**src/hdl/gvt_fifo.sv**
```systemverilog
// ----------------------------------------------------------------------------
// gvt_fifo: small register queue
// Holds jobs and results between the parts of the transfer unit.
// ----------------------------------------------------------------------------
module gvt_fifo #(
    parameter int W     = 8,
    parameter int DEPTH = 2
) (
    input  logic                       clk,
    input  logic                       rst_n,
    input  logic                       push,
    input  logic [W-1:0]               wdata,
    output logic                       full,
    input  logic                       pop,
    output logic [W-1:0]               rdata,
    output logic                       empty,
    output logic [$clog2(DEPTH+1)-1:0] count
);
    localparam int PW   = (DEPTH > 1) ? $clog2(DEPTH) : 1;
    localparam int CNTW = $clog2(DEPTH + 1);

    logic [W-1:0]    entry_reg [DEPTH];
    logic [PW-1:0]   wr_ptr_reg, wr_ptr_next;
    logic [PW-1:0]   rd_ptr_reg, rd_ptr_next;
    logic [CNTW-1:0] count_reg, count_next;
    logic            do_push, do_pop;

    assign full    = (count_reg == CNTW'(DEPTH));
    assign empty   = (count_reg == '0);
    assign count   = count_reg;
    assign do_push = push && !full;
    assign do_pop  = pop && !empty;
    assign rdata   = entry_reg[rd_ptr_reg];

    // Pointer and count update.
    always_comb
    begin
        wr_ptr_next = wr_ptr_reg;
        rd_ptr_next = rd_ptr_reg;
        count_next  = count_reg;
        if (do_push)
            wr_ptr_next = (wr_ptr_reg == PW'(DEPTH - 1)) ? '0 : wr_ptr_reg + PW'(1);
        if (do_pop)
            rd_ptr_next = (rd_ptr_reg == PW'(DEPTH - 1)) ? '0 : rd_ptr_reg + PW'(1);
        if (do_push && !do_pop)
            count_next = count_reg + CNTW'(1);
        else if (do_pop && !do_push)
            count_next = count_reg - CNTW'(1);
    end

    always_ff @(posedge clk or negedge rst_n)
    begin
        if (!rst_n)
        begin
            wr_ptr_reg <= '0;
            rd_ptr_reg <= '0;
            count_reg  <= '0;
        end
        else
        begin
            wr_ptr_reg <= wr_ptr_next;
            rd_ptr_reg <= rd_ptr_next;
            count_reg  <= count_next;
        end
    end

    // Entry storage.
    always_ff @(posedge clk)
    begin
        if (do_push)
            entry_reg[wr_ptr_reg] <= wdata;
    end

endmodule

```
**config.mk**
```make
export PLATFORM = sky130hd
export DESIGN_NAME = gvt_fifo
export DESIGN_NICKNAME = d
export VERILOG_FILES = /design/src/hdl/gvt_fifo.sv
export SDC_FILE = /design/constraint.sdc
export NUM_CORES = 1
export LEC_CHECK = 0
export BUFFER_PORTS_ARGS = -buffer_cell sky130_fd_sc_hd__buf_2
export CAP_MARGIN = 10
export CORE_UTILIZATION = 36
export CTS_BUF_LIST = sky130_fd_sc_hd__clkbuf_2
export DETAILED_ROUTE_END_ITERATION = 10
export GPL_ROUTABILITY_DRIVEN = 0
export GPL_TIMING_DRIVEN = 0
export MAX_ROUTING_LAYER = met4
export PLACE_DENSITY = 0.61
export SYNTH_ARGS = -nofsm -noshare
export SYNTH_HDL_FRONTEND = slang
export SYNTH_SLANG_ARGS = --single-unit
```
**constraint.sdc**
```tcl
create_clock -name clk -period 2.01 [get_ports clk]
set_input_delay 0.603 -clock clk [delete_from_list [all_inputs] [get_ports clk]]
set_output_delay 0.603 -clock clk [all_outputs]
set_load 0.03 [all_outputs]
```
==> results.sh <==
export IMPL_finalInstanceArea_um2=977
export IMPL_ff2ff_setup_slack_ns=0.38
export IMPL_synth_seq_cells=20
export IMPL_ios=24
export IMPL_crit_type="register to output port"
export IMPL_initial_utilization_pct=39.1
export IMPL_layout_drive_gt1_share_pct=45.1
export IMPL_swShare_pct=40.4
export IMPL_multi_input_area_um2=189
export IMPL_overflow=0
export IMPL_clkLatencyLatePin_ns=0.31
export IMPL_hold_slack_ns=0.0762
export IMPL_layout_worst_path_cycle_share_pct=95.9
export IMPL_htree_num_levels=1
export IMPL_worstSetupStartpoint="rd_ptr_reg"
export IMPL_maxCapViolations=0
export IMPL_grt_usage_pct=11.5
export IMPL_critPathSlowestCell="dfrtp_1"
export IMPL_post_place_ws_ns=0.295
export IMPL_viasPerCell=4.44
export IMPL_clkPwrFrac_pct=10.5
export IMPL_drtIter0Drc=7
export IMPL_postPlaceCellArea_um2=931
export IMPL_fin_nets=85
export IMPL_grt_pass1_vias=385
export IMPL_syn_inst=44
export IMPL_numPortBuffers=23
export IMPL_ys_types=15
export IMPL_register_area_um2=581
export IMPL_power_density_nw_per_um2=1560
export IMPL_reg2reg_to="entry_reg[0][6]"
export IMPL_crit_fanout=9
export IMPL_path_clk_slew_ns=0.17
export IMPL_async_flop_share_pct=20.0
export IMPL_wire_per_inst_um=12.2
export IMPL_period_minus_slack_ns=1.93
export IMPL_hold_path_class="primary input to async pin"
export IMPL_vias=435
export IMPL_crit_buf_inv=2
export IMPL_setup_ws_ns=0.0817
export IMPL_fill_cells=194
export IMPL_pwr_share_comb_pct=47.4
export IMPL_slew_viol_final=0
export IMPL_postCtsSetupBuffers=0
export IMPL_synth_fp_nets=57
export IMPL_grt_pass1_wl_mm=1.88
export IMPL_power_total_mw=1.52
export IMPL_critPathArrivalTime_ns=1.33
export IMPL_end_kind="output port"
export IMPL_crit_family="flip-flops"
export IMPL_internal_power_mw=0.909
export IMPL_grt_start_max_net_pins=12
export IMPL_hold_viol_final=0
export IMPL_antenna_found_initial=0
export IMPL_core_um2=2000
export IMPL_dp_hpwl_um=822
export IMPL_syn_avg_cell_area_um2=17.8
export IMPL_relSlewSlack_pct=54.4
export IMPL_clock_fmax_ghz=0.519
export IMPL_synth_area_um2=782
export IMPL_largest_reg_flops=16
export IMPL_yosysSeqAreaShare_pct=74.2
export IMPL_root_buffer="clkbuf_2"
export IMPL_cts_tree="built"
export IMPL_final_core_util_pct=48.8
export IMPL_cts_sinks=20
export IMPL_switching_power_mw=0.616
export IMPL_vdd_drop_max_mv=0.890
export IMPL_start_kind="register"
export IMPL_n_antenna_cell=0
export IMPL_setup_violations=0
export IMPL_reg2reg_depth=3
export IMPL_synth_enable_flop_cells=16
export IMPL_status="finished clean"
export IMPL_seqPwrFrac_pct=42.1
export IMPL_syn_to_final_growth_pct=25.0
export IMPL_dp_cells=94
export IMPL_r2r_start="count[0]"
export IMPL_ant_nets=0
export IMPL_max_stage_delay_ns=0.41
export IMPL_rows=16
export IMPL_drc=0
export IMPL_instances_no_fill=98
export IMPL_fin_tns_setup_ns=0
export IMPL_dieArea_um2=2360
export IMPL_wl_mm=1.19
export IMPL_required_ns=1.41
export IMPL_die_y_um=48.6
export IMPL_leakage_nw=0.409
export IMPL_fin_skew_ns=0.0171
export IMPL_cts_made_buffers=3
export IMPL_ys_warn_count=0
export IMPL_cts_buffer_depth=2
export IMPL_worstMarginPinSlew_ns=0.681
export IMPL_ys_flop_type="edfxtp_1"
export IMPL_drt_first_pass_iters=4
export IMPL_die_w_um=48.6
export IMPL_crit_chain="buf_6 > mux2_1 > buf_2"
==> power groups by stage <==
stage               combinational [mW]  sequential, mW  clock [mW]
CTS                              0.682           0.640       0.166
floorplan                        0.470           0.679           0
finish                           0.722           0.642       0.160
global placement                 0.668           0.644           0
global route                     0.771           0.651       0.187
detailed placement               0.673           0.649           0
==> cell families after synthesis <==
group / share of synthesized area (%)
AOI/OAI and AO/OA: 0.639
buffers and inverters: 1.60
muxes: 11.5
DFF: 74.2
and+or+nand+nor: 3.84
xor gates and xnor gates: 6.56
adders and majority gates: 1.60
==> timing repair <==
item                       4_1_cts  5_1_grt
hold buffers                     0        0
resized for setup                1       13
setup endpoints to repair        8        8
==> cell usage after synthesis, types with 2 or more instances <==
cell type  number  area share [%]
edfxtp_1       16              61
mux2_1          6             8.6
dfrtp_1         4              13
nor2_1          3             1.4
inv_1           2            0.96
mux2_2          2             2.9
xnor2_1         2             2.2
xor2_1          2             2.2
==> cells in the final DEF, fill, tap and decap left out, types with 2 or more instances in the layout <==
cell type and n:
nor2_1 3, buf_2 19, buf_6 4, xnor2_1 2, mux2_1 5, dfrtp_1 4, mux2_2 3, inv_1 2
xor2_1 2, clkbuf_2 3, edfxtp_1 16
==> area by class of cell <==
cell class	instances	area share, %
buffer	1	1.15
clock buffer	3	1.54
clock inverter	1	0.384
inverter	2	0.768
multi-input combinational	21	19.3
sequential	20	59.4
tap	27	3.46
timing repair buffer	23	14.0
==> metal layers <==
layer	share of wire, %	track usage [%]
met5	0	-
met4	1.7	8.82
met3	3.6	3.14
met2	51	17.6
met1	44	12.8
==> how the worst max path moves through the flow <==
stage                     cells after the start              end
final                                         3         rdata[0]
after global routing                          3         rdata[7]
after CTS                                     3         rdata[1]
after detailed placement                      3  entry_reg[0][4]
after global placement                        3  entry_reg[0][4]
after floorplan                               3  entry_reg[0][0]
Note: power is estimated with default switching activity, not from simulation.
