<file path="src/hdl/gvt_pkg.sv">
// ----------------------------------------------------------------------------
// gvt_pkg: shared definitions of the VRAM transfer unit
// Job codes, transfer modes, command opcodes and packet length tables.
// ----------------------------------------------------------------------------
package gvt_pkg;

    // Default configuration
    localparam int STORE_COLUMNS_DEF    = 1024;
    localparam int STORE_ROWS_DEF       = 512;
    localparam int MAX_PACKET_WORDS_DEF = 12;

    // Transfer modes
    localparam logic [1:0] MODE_IDLE  = 2'd0;
    localparam logic [1:0] MODE_WRITE = 2'd1;
    localparam logic [1:0] MODE_READ  = 2'd2;

    // Job kinds handed from the front to the back
    localparam logic [1:0] JOB_NONE  = 2'd0;
    localparam logic [1:0] JOB_WRITE = 2'd1;
    localparam logic [1:0] JOB_READ  = 2'd2;

    // Command opcodes
    localparam logic [7:0] OP_HOST_TO_STORE = 8'ha0;
    localparam logic [7:0] OP_STORE_TO_HOST = 8'hc0;
    localparam logic [7:0] OP_CLEAR_CACHE   = 8'h02;
    localparam logic [7:0] OP_COPY_RECT     = 8'h80;

    typedef struct packed {
        logic [1:0] kind;
        logic       two_px;
        logic [1:0] mode;
    } job_ctrl_t;

    typedef struct packed {
        logic [9:0] sx;
        logic [8:0] sy;
        logic       done;
    } step_t;

    typedef logic [3:0] len_table_t [8];

    localparam len_table_t LEN_POLYS = '{4'd4, 4'd7, 4'd5, 4'd9, 4'd6, 4'd9, 4'd8, 4'd12};
    localparam len_table_t LEN_RECTS = '{4'd3, 4'd4, 4'd2, 4'd3, 4'd2, 4'd3, 4'd2, 4'd3};

    // Packet length in words for an opcode; zero means no packet opens.
    function automatic logic [4:0] packet_words(logic [7:0] op);
        logic [4:0] len;
        len = 5'd0;
        if (op == OP_CLEAR_CACHE) len = 5'd3;
        else if (op[7:5] == 3'b001) len = {1'b0, LEN_POLYS[op[4:2]]};
        else if (op[7:5] == 3'b011) len = {1'b0, LEN_RECTS[op[4:2]]};
        else if (op == OP_COPY_RECT) len = 5'd4;
        else if (op == OP_HOST_TO_STORE || op == OP_STORE_TO_HOST) len = 5'd3;
        return len;
    endfunction

    // Advance the rectangle walk by one pixel.
    function automatic step_t advance(step_t s, logic [10:0] w, logic [9:0] h);
        step_t      r;
        logic [10:0] nx;
        logic [9:0]  ny;
        nx = {1'b0, s.sx} + 11'd1;
        ny = {1'b0, s.sy} + 10'd1;
        r = s;
        r.done = 1'b0;
        if (nx >= w)
        begin
            r.sx = 10'd0;
            if (ny >= h)
            begin
                r.sy   = 9'd0;
                r.done = 1'b1;
            end
            else
            begin
                r.sy = ny[8:0];
            end
        end
        else
        begin
            r.sx = nx[9:0];
        end
        return r;
    endfunction

endpackage

</file>
<file path="src/hdl/gvt_front.sv">
// ----------------------------------------------------------------------------
// gvt_front: command framing and transfer walk
// Classifies each port access, frames command packets and computes the
// frame store coordinates of the pixels that an access touches.
// ----------------------------------------------------------------------------
module gvt_front #(
    parameter int STORE_COLUMNS    = gvt_pkg::STORE_COLUMNS_DEF,
    parameter int STORE_ROWS       = gvt_pkg::STORE_ROWS_DEF,
    parameter int MAX_PACKET_WORDS = gvt_pkg::MAX_PACKET_WORDS_DEF,
    parameter int CW               = $clog2(STORE_COLUMNS),
    parameter int RW               = $clog2(STORE_ROWS)
) (
    input  logic              clk,
    input  logic              rst_n,
    input  logic              accept,
    input  logic              opcode,
    input  logic [31:0]       bus_word,
    output gvt_pkg::job_ctrl_t job_ctrl,
    output logic [CW-1:0]     col0,
    output logic [RW-1:0]     row0,
    output logic [CW-1:0]     col1,
    output logic [RW-1:0]     row1
);
    localparam logic [4:0] MAX_LEN = 5'(MAX_PACKET_WORDS);

    logic [1:0]  mode_reg, mode_next;
    logic [7:0]  pkt_op_reg, pkt_op_next;
    logic [3:0]  pkt_cnt_reg, pkt_cnt_next;
    logic [9:0]  rect_x_reg, rect_x_next;
    logic [8:0]  rect_y_reg, rect_y_next;
    logic [10:0] rect_w_reg, rect_w_next;
    logic [9:0]  rect_h_reg, rect_h_next;
    logic [9:0]  step_x_reg, step_x_next;
    logic [8:0]  step_y_reg, step_y_next;
    logic [9:0]  pend_x_reg, pend_x_next;
    logic [8:0]  pend_y_reg, pend_y_next;

    gvt_pkg::step_t cur, adv1, adv2;
    logic [9:0]  px0, px1;
    logic [8:0]  py0, py1;
    logic [7:0]  op;
    logic [4:0]  len;
    logic [3:0]  cnt_inc;

    // Column and row reduction by repeated constant compares.
    function automatic logic [CW-1:0] col_of(logic [9:0] x);
        logic [CW-1:0] r;
        r = CW'(x);
        for (int k = 1; k < 16; k++)
            if (32'(x) >= k * STORE_COLUMNS)
                r = CW'(32'(x) - k * STORE_COLUMNS);
        return r;
    endfunction

    function automatic logic [RW-1:0] row_of(logic [8:0] y);
        logic [RW-1:0] r;
        r = RW'(y);
        for (int k = 1; k < 8; k++)
            if (32'(y) >= k * STORE_ROWS)
                r = RW'(32'(y) - k * STORE_ROWS);
        return r;
    endfunction

    // Pixel positions of the two halves of this access.
    always_comb
    begin
        cur.sx   = step_x_reg;
        cur.sy   = step_y_reg;
        cur.done = 1'b0;
        adv1     = gvt_pkg::advance(cur, rect_w_reg, rect_h_reg);
        adv2     = gvt_pkg::advance(adv1, rect_w_reg, rect_h_reg);
        px0      = rect_x_reg + step_x_reg;
        py0      = rect_y_reg + step_y_reg;
        px1      = rect_x_reg + adv1.sx;
        py1      = rect_y_reg + adv1.sy;
    end

    assign col0 = col_of(px0);
    assign row0 = row_of(py0);
    assign col1 = col_of(px1);
    assign row1 = row_of(py1);

    assign op      = (pkt_cnt_reg == 4'd0) ? bus_word[31:24] : pkt_op_reg;
    assign len     = (gvt_pkg::packet_words(op) > MAX_LEN) ? MAX_LEN
                                                           : gvt_pkg::packet_words(op);
    assign cnt_inc = pkt_cnt_reg + 4'd1;

    // Next state and job classification for one access.
    always_comb
    begin
        mode_next    = mode_reg;
        pkt_op_next  = pkt_op_reg;
        pkt_cnt_next = pkt_cnt_reg;
        rect_x_next  = rect_x_reg;
        rect_y_next  = rect_y_reg;
        rect_w_next  = rect_w_reg;
        rect_h_next  = rect_h_reg;
        step_x_next  = step_x_reg;
        step_y_next  = step_y_reg;
        pend_x_next  = pend_x_reg;
        pend_y_next  = pend_y_reg;
        job_ctrl.kind   = gvt_pkg::JOB_NONE;
        job_ctrl.two_px = !adv1.done;
        if ((opcode && mode_reg == gvt_pkg::MODE_READ) ||
            (!opcode && mode_reg == gvt_pkg::MODE_WRITE))
        begin
            job_ctrl.kind = opcode ? gvt_pkg::JOB_READ : gvt_pkg::JOB_WRITE;
            step_x_next   = adv1.done ? adv1.sx : adv2.sx;
            step_y_next   = adv1.done ? adv1.sy : adv2.sy;
            if (adv1.done || adv2.done)
                mode_next = gvt_pkg::MODE_IDLE;
        end
        else if (!opcode)
        begin
            pkt_op_next = op;
            if (len != 5'd0)
            begin
                if (pkt_cnt_reg == 4'd1)
                begin
                    pend_x_next = bus_word[9:0];
                    pend_y_next = bus_word[24:16];
                end
                pkt_cnt_next = cnt_inc;
                if ({1'b0, cnt_inc} >= len)
                begin
                    pkt_cnt_next = 4'd0;
                    if (op == gvt_pkg::OP_HOST_TO_STORE || op == gvt_pkg::OP_STORE_TO_HOST)
                    begin
                        rect_x_next = pend_x_reg;
                        rect_y_next = pend_y_reg;
                        rect_w_next = {1'b0, bus_word[9:0] - 10'd1} + 11'd1;
                        rect_h_next = {1'b0, bus_word[24:16] - 9'd1} + 10'd1;
                        step_x_next = 10'd0;
                        step_y_next = 9'd0;
                        mode_next   = (op == gvt_pkg::OP_HOST_TO_STORE) ?
                                      gvt_pkg::MODE_WRITE : gvt_pkg::MODE_READ;
                    end
                end
            end
        end
        job_ctrl.mode = mode_next;
    end

    always_ff @(posedge clk or negedge rst_n)
    begin
        if (!rst_n)
        begin
            mode_reg    <= gvt_pkg::MODE_IDLE;
            pkt_op_reg  <= 8'd0;
            pkt_cnt_reg <= 4'd0;
            rect_x_reg  <= 10'd0;
            rect_y_reg  <= 9'd0;
            rect_w_reg  <= 11'd1;
            rect_h_reg  <= 10'd1;
            step_x_reg  <= 10'd0;
            step_y_reg  <= 9'd0;
            pend_x_reg  <= 10'd0;
            pend_y_reg  <= 9'd0;
        end
        else if (accept)
        begin
            mode_reg    <= mode_next;
            pkt_op_reg  <= pkt_op_next;
            pkt_cnt_reg <= pkt_cnt_next;
            rect_x_reg  <= rect_x_next;
            rect_y_reg  <= rect_y_next;
            rect_w_reg  <= rect_w_next;
            rect_h_reg  <= rect_h_next;
            step_x_reg  <= step_x_next;
            step_y_reg  <= step_y_next;
            pend_x_reg  <= pend_x_next;
            pend_y_reg  <= pend_y_next;
        end
    end

endmodule

</file>
<file path="config.mk">
export PLATFORM = sky130hd
export DESIGN_NAME = gvt_front
export DESIGN_NICKNAME = d
export VERILOG_FILES = /design/src/hdl/gvt_pkg.sv /design/src/hdl/gvt_front.sv
export SDC_FILE = /design/constraint.sdc
export NUM_CORES = 1
export LEC_CHECK = 0
export ABC_AREA = 1
export BUFFER_PORTS_ARGS = -buffer_cell sky130_fd_sc_hd__buf_2
export CAP_MARGIN = 20
export CORE_MARGIN = 3
export CORE_UTILIZATION = 45
export DETAILED_ROUTE_END_ITERATION = 16
export PLACE_DENSITY = 0.65
export SYNTH_ARGS = -nofsm -noshare
export SYNTH_HDL_FRONTEND = slang
export SYNTH_SLANG_ARGS = --single-unit
</file>
<file path="constraint.sdc">
create_clock -name clk -period 7.3 [get_ports clk]
set_input_delay 1.46 -clock clk [delete_from_list [all_inputs] [get_ports clk]]
set_output_delay 1.46 -clock clk [all_outputs]
set_load 0.01 [all_outputs]
</file>
==> qor.csv, run 1 <==
stage,metric,value,unit
sta,Tmin final,6.80,ns
sta,f_max,0.147,GHz
pwr,PwrDens,308,nW/um^2
logic_synthesis,post-synth cell types,46,
floorplan,starting density of the core,0.464,
sta,worst-case clock skew,0.00838,ns
floorplan,chip height,143,um
setup_path,WS Path Type,reg2out,
placement,placer congestion estimate,0.960,
setup_path,CP Capture Type,output port,
placement,placed instance count,1501,
sta,Slew @ Worst Pin,1.01,ns
logic_synthesis,"Seq/Total Area, Yosys",0.273,
cells_and_area,Antenna diodes,0,
flow_run,Max-Cap Viols,0,
clock_network,CTS Root Cell,clkbuf_16,
global_route,initial antenna violation count,2,
logic_synthesis,Compound-Gate Fraction of Synth Area,0.104,
clock_network,TritonCTS Sinks,92,
clock_network,insertion delay to the later sink of the worst-skew pair,0.35,ns
cells_and_area,layout cells sized above 1,0.142,
global_route,largest net degree at the start of global routing,62,
sta,final worst-path cycle share,0.931,
logic_synthesis,Yosys top cell area share,0.267,
routing,"antenna viol nets, final",0,
logic_synthesis,Mapped Area,8450,sq um
logic_synthesis,Adder-Cell Fraction of Synth Area,0.149,
routing,Initial DRT Pass Iterations,5,
routing,initial drt markers,570,
pwr,Max IR drop VDD,0.000220,V
setup_path,"slowest stage cell, crit path",dfrtp_2,
cells_and_area,fin area,9510,sq um
cells_and_area,Util after Layout,0.522,
logic_synthesis,"flops & latches, synth",92,
placement,Post-DP Area,9090,sq um
setup_path,Critical Path AT,5.34,ns
routing,Vias,7674,
logic_synthesis,Synth Area in XOR/XNOR,0.0819,
sta,final hold viol count,0,
run_status,status,completed,
clock_network,total CTS buffers,9,
setup_path,Worst R2R Path Depth,32,
logic_synthesis,"area leader, netlist",dfrtp_1,
routing,DR vias/cell,5.03,
hold_path,HP Class,reg2reg,
logic_synthesis,syn nets,1338,
logic_synthesis,post-synthesis mux area share,0,
cells_and_area,Fillers,1794,
logic_synthesis,synth top area cells,"dfrtp_1 (27%), nand2_1 (16%), ha_1 (14%)",
global_route,Overflow after GRT,0,
logic_synthesis,simple logic cell fraction of the synthesized area,0.296,
setup_path,Worst Path Max Fanout,9,
clock_network,CTS tree,done,
floorplan,Core Box Area,18200,sq um
global_route,GRT Resource Usage Total,0.213,
logic_synthesis,main combinational cell family by area after synthesis,simple AND/OR/NAND/NOR gates,
placement,# port buffers,72,
logic_synthesis,yosys warns,0,
setup_path,Startpoint Class,flop,
sta,slew margin rel.,0.326,
setup_path,Critical Path RT,5.84,ns
cells_and_area,max reg flops,11,
pwr,total power,2.93,mW
setup_path,most frequent CP cell,nand2_1,
clock_network,H-tree depth,3,
hold_path,Worst Hold Path Cells,2,
cells_and_area,Area Growth Syn to Fin,12.6,%
placement,detailed placement HPWL,16500,um
sta,# setup viols final,0,
floorplan,Ports,79,
cells_and_area,final-stage net count,1426,
logic_synthesis,mean area per synthesized cell,7.01,sq um
floorplan,die span in x,143,um
clock_network,CTS clock-pin slew for the worst setup and hold paths,0.07,ns
floorplan,FP Rows,49,
logic_synthesis,Post-synth ARST share,1.00,
cells_and_area,Sequential Area,2310,sq um
floorplan,full die area,20400,sq um
routing,Post-Route WL,20900,um
pwr,Lkg Pwr,5.30,nW
cells_and_area,"non-filler cells, final",1526,
sta,final hold slack,0.466,ns
sta,Slew Limit Fails,0,
logic_synthesis,Mapped Cells,1204,
routing,DRC,0,
routing,per-cell routed wire length,13.7,um
logic_synthesis,"EDFF count, synth",0,
cells_and_area,area occupied by multi-input gates,5390,sq um
setup_path,CP max stage delay,0.41,ns
clock_network,hold_buf cts,0,
global_route,vias in the first global route,7214,
clock_network,Max Root-Sink Buffers,2,
logic_synthesis,Main synth FF type,dfrtp_1,
global_route,first-pass GRT wire length,35000,um
## final cells by class
| class | instances | area share |
|---|---|---|
| Timing Repair Buffer | 98 | 0.0587 |
| Clock inverter | 6 | 0.00579 |
| Clock buffer | 10 | 0.0241 |
| Sequential cell | 92 | 0.243 |
| Multi-Input combinational cell | 910 | 0.567 |
| Tap cell | 229 | 0.0301 |
| Inverter | 181 | 0.0714 |
## through the flow
| stage | setup WS [ns] | setup TNS, ns |
|---|---|---|
| after global placement | 0.478 | 0 |
| final | 0.504 | 0 |
| after detailed placement | 0.435 | 0 |
| after global routing | -0.0148 | -0.0180 |
| after CTS | 0.000264 | 0 |
| after floorplan | 0.927 | 0 |
## per-layer routing
layer	share of wire	GRT usage
met1	0.50	0.316
met3	0.048	0.0295
met4	0.016	0.0625
met5	0.0010	0
met2	0.43	0.322
## critical path: cells and delay by family, from the launching register on
| kind | cells | cell delay, ns |
|---|---|---|
| simple gates | 21 | 2.68 |
| fa+ha+maj | 3 | 0.79 |
| buf+inv | 6 | 0.76 |
| flops | 1 | 0.41 |
| compound gates | 3 | 0.34 |
## cells by family after synthesis
group / count (synthesis)
and+or+nand+nor: 578
buffers and inverters: 202
AOI/OAI and AO/OA: 155
adders and majority gates: 98
DFF: 92
xor gates and xnor gates: 79
## path summary, 6_finish.rpt
kind | startpoint | end | slack, ns
max in group asynchronous | rst_n | rect_x_reg[4] | 5.15
min in group asynchronous | rst_n | rect_y_reg[1] | 1.06
worst min register to register | pend_y_reg[7] | rect_y_reg[7] | 0.47
worst min-delay path | pend_y_reg[7] | rect_y_reg[7] | 0.47
worst max-delay path | step_x_reg[0] | job_ctrl[0] | 0.50
worst max register to register | step_x_reg[0] | step_y_reg[3] | 1.94
## Yosys cell counts, types with 2 or more instances
library cell,instances
a21o_1,2
nor2_2,3
or2_2,3
o21bai_1,6
nand4_1,23
nand2_2,10
o211ai_1,4
o21ai_1,12
fa_1,4
buf_6,5
xor2_1,55
nor2_4,4
nor4_1,2
o21ai_2,12
dfrtp_1,90
a21oi_1,44
nor2_1,83
clkbuf_1,8
nand2_1,362
inv_2,4
nand3_1,58
nand4_2,2
nand2_4,5
nor3_1,12
o2111ai_1,2
o21ai_0,67
inv_1,177
dfstp_2,2
buf_2,6
ha_1,94
nand3_2,4
xnor2_1,24
nand3b_1,2
## power breakdown
group	internal, mW	total (mW)	switching (mW)
registers	0.634	0.736	0.101
logic	0.625	1.73	1.10
clock network	0.239	0.469	0.230
## cells in the final DEF, fill, tap and decap left out, types with 2 or more instances in the layout
cell and instances:
o211ai_1 4, o21ai_1 14, nor3_1 11, a21o_1 2, inv_8 2, ha_2 2, o21bai_1 6, ha_1 92
nand3b_1 2, nand4_2 2, xnor2_1 24, buf_4 27, dfrtp_1 87, nand2_1 361, inv_2 6, or2_2 3
nor2_4 5, nand3_1 55, clkinvlp_4 2, dfrtp_2 3, o2111ai_1 2, a21oi_1 43, inv_6 2, inv_1 175
nor4_1 2, fa_1 4, nand2_4 5, nor2_1 78, nor2_2 7, buf_2 71, o21ai_2 12, xor2_1 55
nand3_2 7, dfstp_2 2, clkbuf_16 9, o21ai_0 65, nand2_2 11, nand4_1 23
## timing repair
item	in CTS	in global routing
setup endpoints to repair	0	2
resized for setup	0	23
setup buffers	0	9
(Power assumes the default switching activity.)
==> inputs of run 2 (changes only) <==
--- a/config.mk
+++ b/config.mk
@@ -5,7 +5,6 @@
 export SDC_FILE = /design/constraint.sdc
 export NUM_CORES = 1
 export LEC_CHECK = 0
-export ABC_AREA = 1
 export BUFFER_PORTS_ARGS = -buffer_cell sky130_fd_sc_hd__buf_2
 export CAP_MARGIN = 20
 export CORE_MARGIN = 3
@@ -15,3 +14,4 @@
 export SYNTH_ARGS = -nofsm -noshare
 export SYNTH_HDL_FRONTEND = slang
 export SYNTH_SLANG_ARGS = --single-unit
+export TNS_END_PERCENT = 20
==> run 2 against run 1 <==
  * Cell area shrank 0.17%
  * Sequential share of layout area is essentially flat
  * Power grew 30%
  * Via count shrank 8.9%
  * Register-to-register slack lost 0.69 ns
  * Fmax shrank 4.1%
  * Clock skew grew 0.0012 ns
  * Non-clock buffer count grew 22
  * Global-route usage shrank 0.60 points
  * Sequential cell count is the same
  * Clock power grew 2%
  * Largest cell class unchanged
  * Highest routed layer unchanged
==> qor.csv, run 2 <==
stage,metric,value,unit,change
pwr,Max IR drop VDD,0.000218,V,-1.2%
logic_synthesis,commonest cells in the netlist,"ha_1 (94), dfrtp_1 (90), nand2_1 (80)",,
clock_network,insertion delay to the later sink of the worst-skew pair,0.35,ns,about the same
placement,# port buffers,72,,unchanged
cells_and_area,"commonest cells after routing, fill and taps aside","ha_1 (92), dfrtp_1 (87), nand2_1 (80)",,
clock_network,CTS clock-pin slew for the worst setup and hold paths,0.06,ns,about the same
clock_network,TritonCTS Sinks,92,,unchanged
logic_synthesis,Main synth FF type,dfrtp_1,,
sta,Slew @ Worst Pin,1.12,ns,+0.116 ns
global_route,largest net degree at the start of global routing,52,,-16%
clock_network,H-tree depth,3,,unchanged
floorplan,starting density of the core,0.465,,+0.000861
setup_path,Critical Path RT,5.84,ns,about the same
cells_and_area,Area Growth Syn to Fin,16.5,%,
sta,final hold viol count,0,,unchanged
placement,DP Worst Slack,0.187,ns,-0.248 ns
routing,DR vias/cell,5.61,,+11%
sta,f_max,0.141,GHz,-4.1%
hold_path,HP Class,reg2reg,,
sta,Slew Limit Fails,0,,unchanged
cells_and_area,final-stage net count,1151,,-19%
setup_path,WS Path Type,reg2out,,
routing,Post-Route WL,20600,um,-1.3%
hold_path,Worst Hold Path Cells,2,,unchanged
logic_synthesis,Post-synth ARST share,1.00,,unchanged
setup_path,Startpoint Class,flop,,
floorplan,Core Box Area,17500,sq um,-3.7%
cells_and_area,Antenna diodes,0,,unchanged
flow_run,Max-Cap Viols,0,,unchanged
floorplan,FP Rows,48,,-2.0%
clock_network,total CTS buffers,9,,unchanged
logic_synthesis,"area leader, netlist",dfrtp_1,,
placement,placer congestion estimate,0.943,,-1.8%
logic_synthesis,mean area per synthesized cell,8.89,sq um,+27%
cells_and_area,max reg flops,11,,unchanged
global_route,Overflow after GRT,0,,unchanged
sta,final worst slack,0.211,ns,-0.293 ns
setup_path,Worst R2R Path Depth,27,,-16%
floorplan,Ports,79,,unchanged
logic_synthesis,Yosys top cell area share,0.276,,+0.00970
global_route,vias in the first global route,6719,,-6.9%
sta,# setup viols final,0,,unchanged
cells_and_area,Fillers,1613,,-10%
logic_synthesis,syn nets,1051,,-21%
sta,Tmin final,7.09,ns,+0.293 ns
logic_synthesis,"flops & latches, synth",92,,unchanged
clock_network,hold_buf cts,0,,unchanged
run_status,status,completed,,
cells_and_area,fin area,9490,sq um,-0.17%
pwr,total power,3.82,mW,+30%
floorplan,die span in x,141,um,-1.7%
sta,final worst-path cycle share,0.971,,+0.0401
pwr,PwrDens,403,nW/um^2,+31%
setup_path,Worst Path Max Fanout,5,,-4
logic_synthesis,post-synth cell types,73,,+59%
floorplan,full die area,19800,sq um,-3.4%
floorplan,chip height,141,um,-1.7%
routing,per-cell routed wire length,16.5,um,+21%
placement,Post-DP Area,8920,sq um,-1.9%
global_route,GRT Resource Usage Total,0.207,,-0.00600
routing,initial drt markers,379,,-34%
pwr,Lkg Pwr,4.69,nW,-12%
logic_synthesis,Mapped Area,8150,sq um,-3.5%
logic_synthesis,most instantiated library cell after synthesis,ha_1,,
logic_synthesis,synth top area cells,"dfrtp_1 (28%), ha_1 (14%), xnor2_1 (5.9%)",,
routing,"antenna viol nets, final",0,,unchanged
logic_synthesis,Mapped Cells,917,,-24%
cells_and_area,Util after Layout,0.541,,+0.0191
routing,DRC,0,,unchanged
cells_and_area,"commonest non-fill, non-tap cell in the layout",ha_1,,
logic_synthesis,yosys warns,0,,unchanged
global_route,initial antenna violation count,2,,unchanged
clock_network,Max Root-Sink Buffers,2,,unchanged
sta,slew margin rel.,0.251,,-0.0745
logic_synthesis,"EDFF count, synth",0,,unchanged
routing,Vias,6991,,-8.9%
global_route,first-pass GRT wire length,33500,um,-4.4%
cells_and_area,"non-filler cells, final",1247,,-18%
placement,detailed placement HPWL,15900,um,-4.1%
clock_network,CTS tree,done,,
setup_path,CP Capture Type,output port,,
logic_synthesis,"Seq/Total Area, Yosys",0.283,,+0.00993
placement,placed instance count,1219,,-19%
setup_path,Critical Path AT,5.63,ns,+0.29 ns
cells_and_area,layout cells sized above 1,0.221,,+0.0793
setup_path,reg2reg setup slack,1.25,ns,-0.69 ns
sta,worst-case clock skew,0.00953,ns,+0.00116 ns
routing,Initial DRT Pass Iterations,5,,unchanged
clock_network,CTS Root Cell,clkbuf_16,,
[run 2: changes by cell type after synthesis, sizes merged, moves of 12 or more]
cell,change
clkbuf,+16
nand3,-32
o21ai,-21
nand4,-20
inv,-119
mux2,+51
xnor2,+31
nand2,-297
and3,+12
xor2,-21
nor2,-31
[run 2: routing by layer]
| layer | vias up | track usage | wire (um) |
|---|---|---|---|
| met5 | - | 0 | 14 |
| met4 | 4 | 0.0520 | 235 |
| met3 | 25 | 0.0370 | 981 |
| met2 | 163 | 0.325 | 9140 |
| met1 | 3314 | 0.296 | 10300 |
| li1 | 3485 | - | - |
[run 2: final cells by class]
cell class / instances / area [sq um] / share of cell area
Timing Repair Buffer: 120 / 727 / 0.0766
Clock buffer: 14 / 254 / 0.0268
Multi-Input combinational cell: 732 / 5650 / 0.595
Clock inverter: 2 / 37.5 / 0.00395
Inverter: 62 / 233 / 0.0245
Sequential cell: 92 / 2310 / 0.243
Tap cell: 225 / 282 / 0.0297
[run 2: through the flow]
stage	hold slack [ns]	TNS (ns)
floorplan	0.443	0
global placement	0.463	0
detailed placement	0.467	0
CTS	0.484	0
global route	0.523	-0.0395
finish	0.478	0
[run 2: worst paths after layout]
kind,to,startpoint
setup / recovery,job_ctrl[0],step_y_reg[0]
hold / removal,rect_h_reg[8],rect_h_reg[8]
setup reg to reg,step_y_reg[8],step_y_reg[0]
hold reg to reg,rect_h_reg[8],rect_h_reg[8]
max in group asynchronous,step_y_reg[0],rst_n
min in group asynchronous,rect_y_reg[6],rst_n
[run 2: logic make-up (layout without fill, tap and decap cells)]
family / count (synthesis) / count (layout) / synth area share
DFF: 92 / 92 / 0.283
and+or+nand+nor: 280 / 280 / 0.173
AOI/OAI and AO/OA: 206 / 206 / 0.163
xor gates and xnor gates: 89 / 89 / 0.0957
adders and majority gates: 98 / 98 / 0.154
muxes: 59 / 59 / 0.0849
buffers and inverters: 93 / 198 / 0.0462
[run 2: worst max-delay path, stage by stage (launching register included)]
cell,delay [ns]
dfrtp_2,0.40
ha_1,0.18
and4_4,0.28
nand3_4,0.11
xnor2_2,0.16
ha_1,0.30
and4_1,0.23
a311o_1,0.32
or2_2,0.34
nor2_4,0.13
mux2_4,0.19
ha_2,0.21
and3_1,0.17
a31oi_2,0.10
a311oi_2,0.28
xor2_1,0.28
ha_1,0.28
o21ai_1,0.12
a21oi_1,0.10
a221o_1,0.32
a31oi_2,0.19
o22a_1,0.23
nand2_1,0.08
o31ai_1,0.08
buf_2,0.19
[run 2: what timing repair did]
action                     in CTS  in global routing
setup buffers                   5                  7
resized for setup              13                 30
setup endpoints to repair       2                  2
gates cloned                    0                  0
pin swaps                       6                 10
[run 2: power by group]
part,switching (mW),internal [mW]
clock network,0.202,0.276
registers,0.130,0.650
logic,1.42,1.15
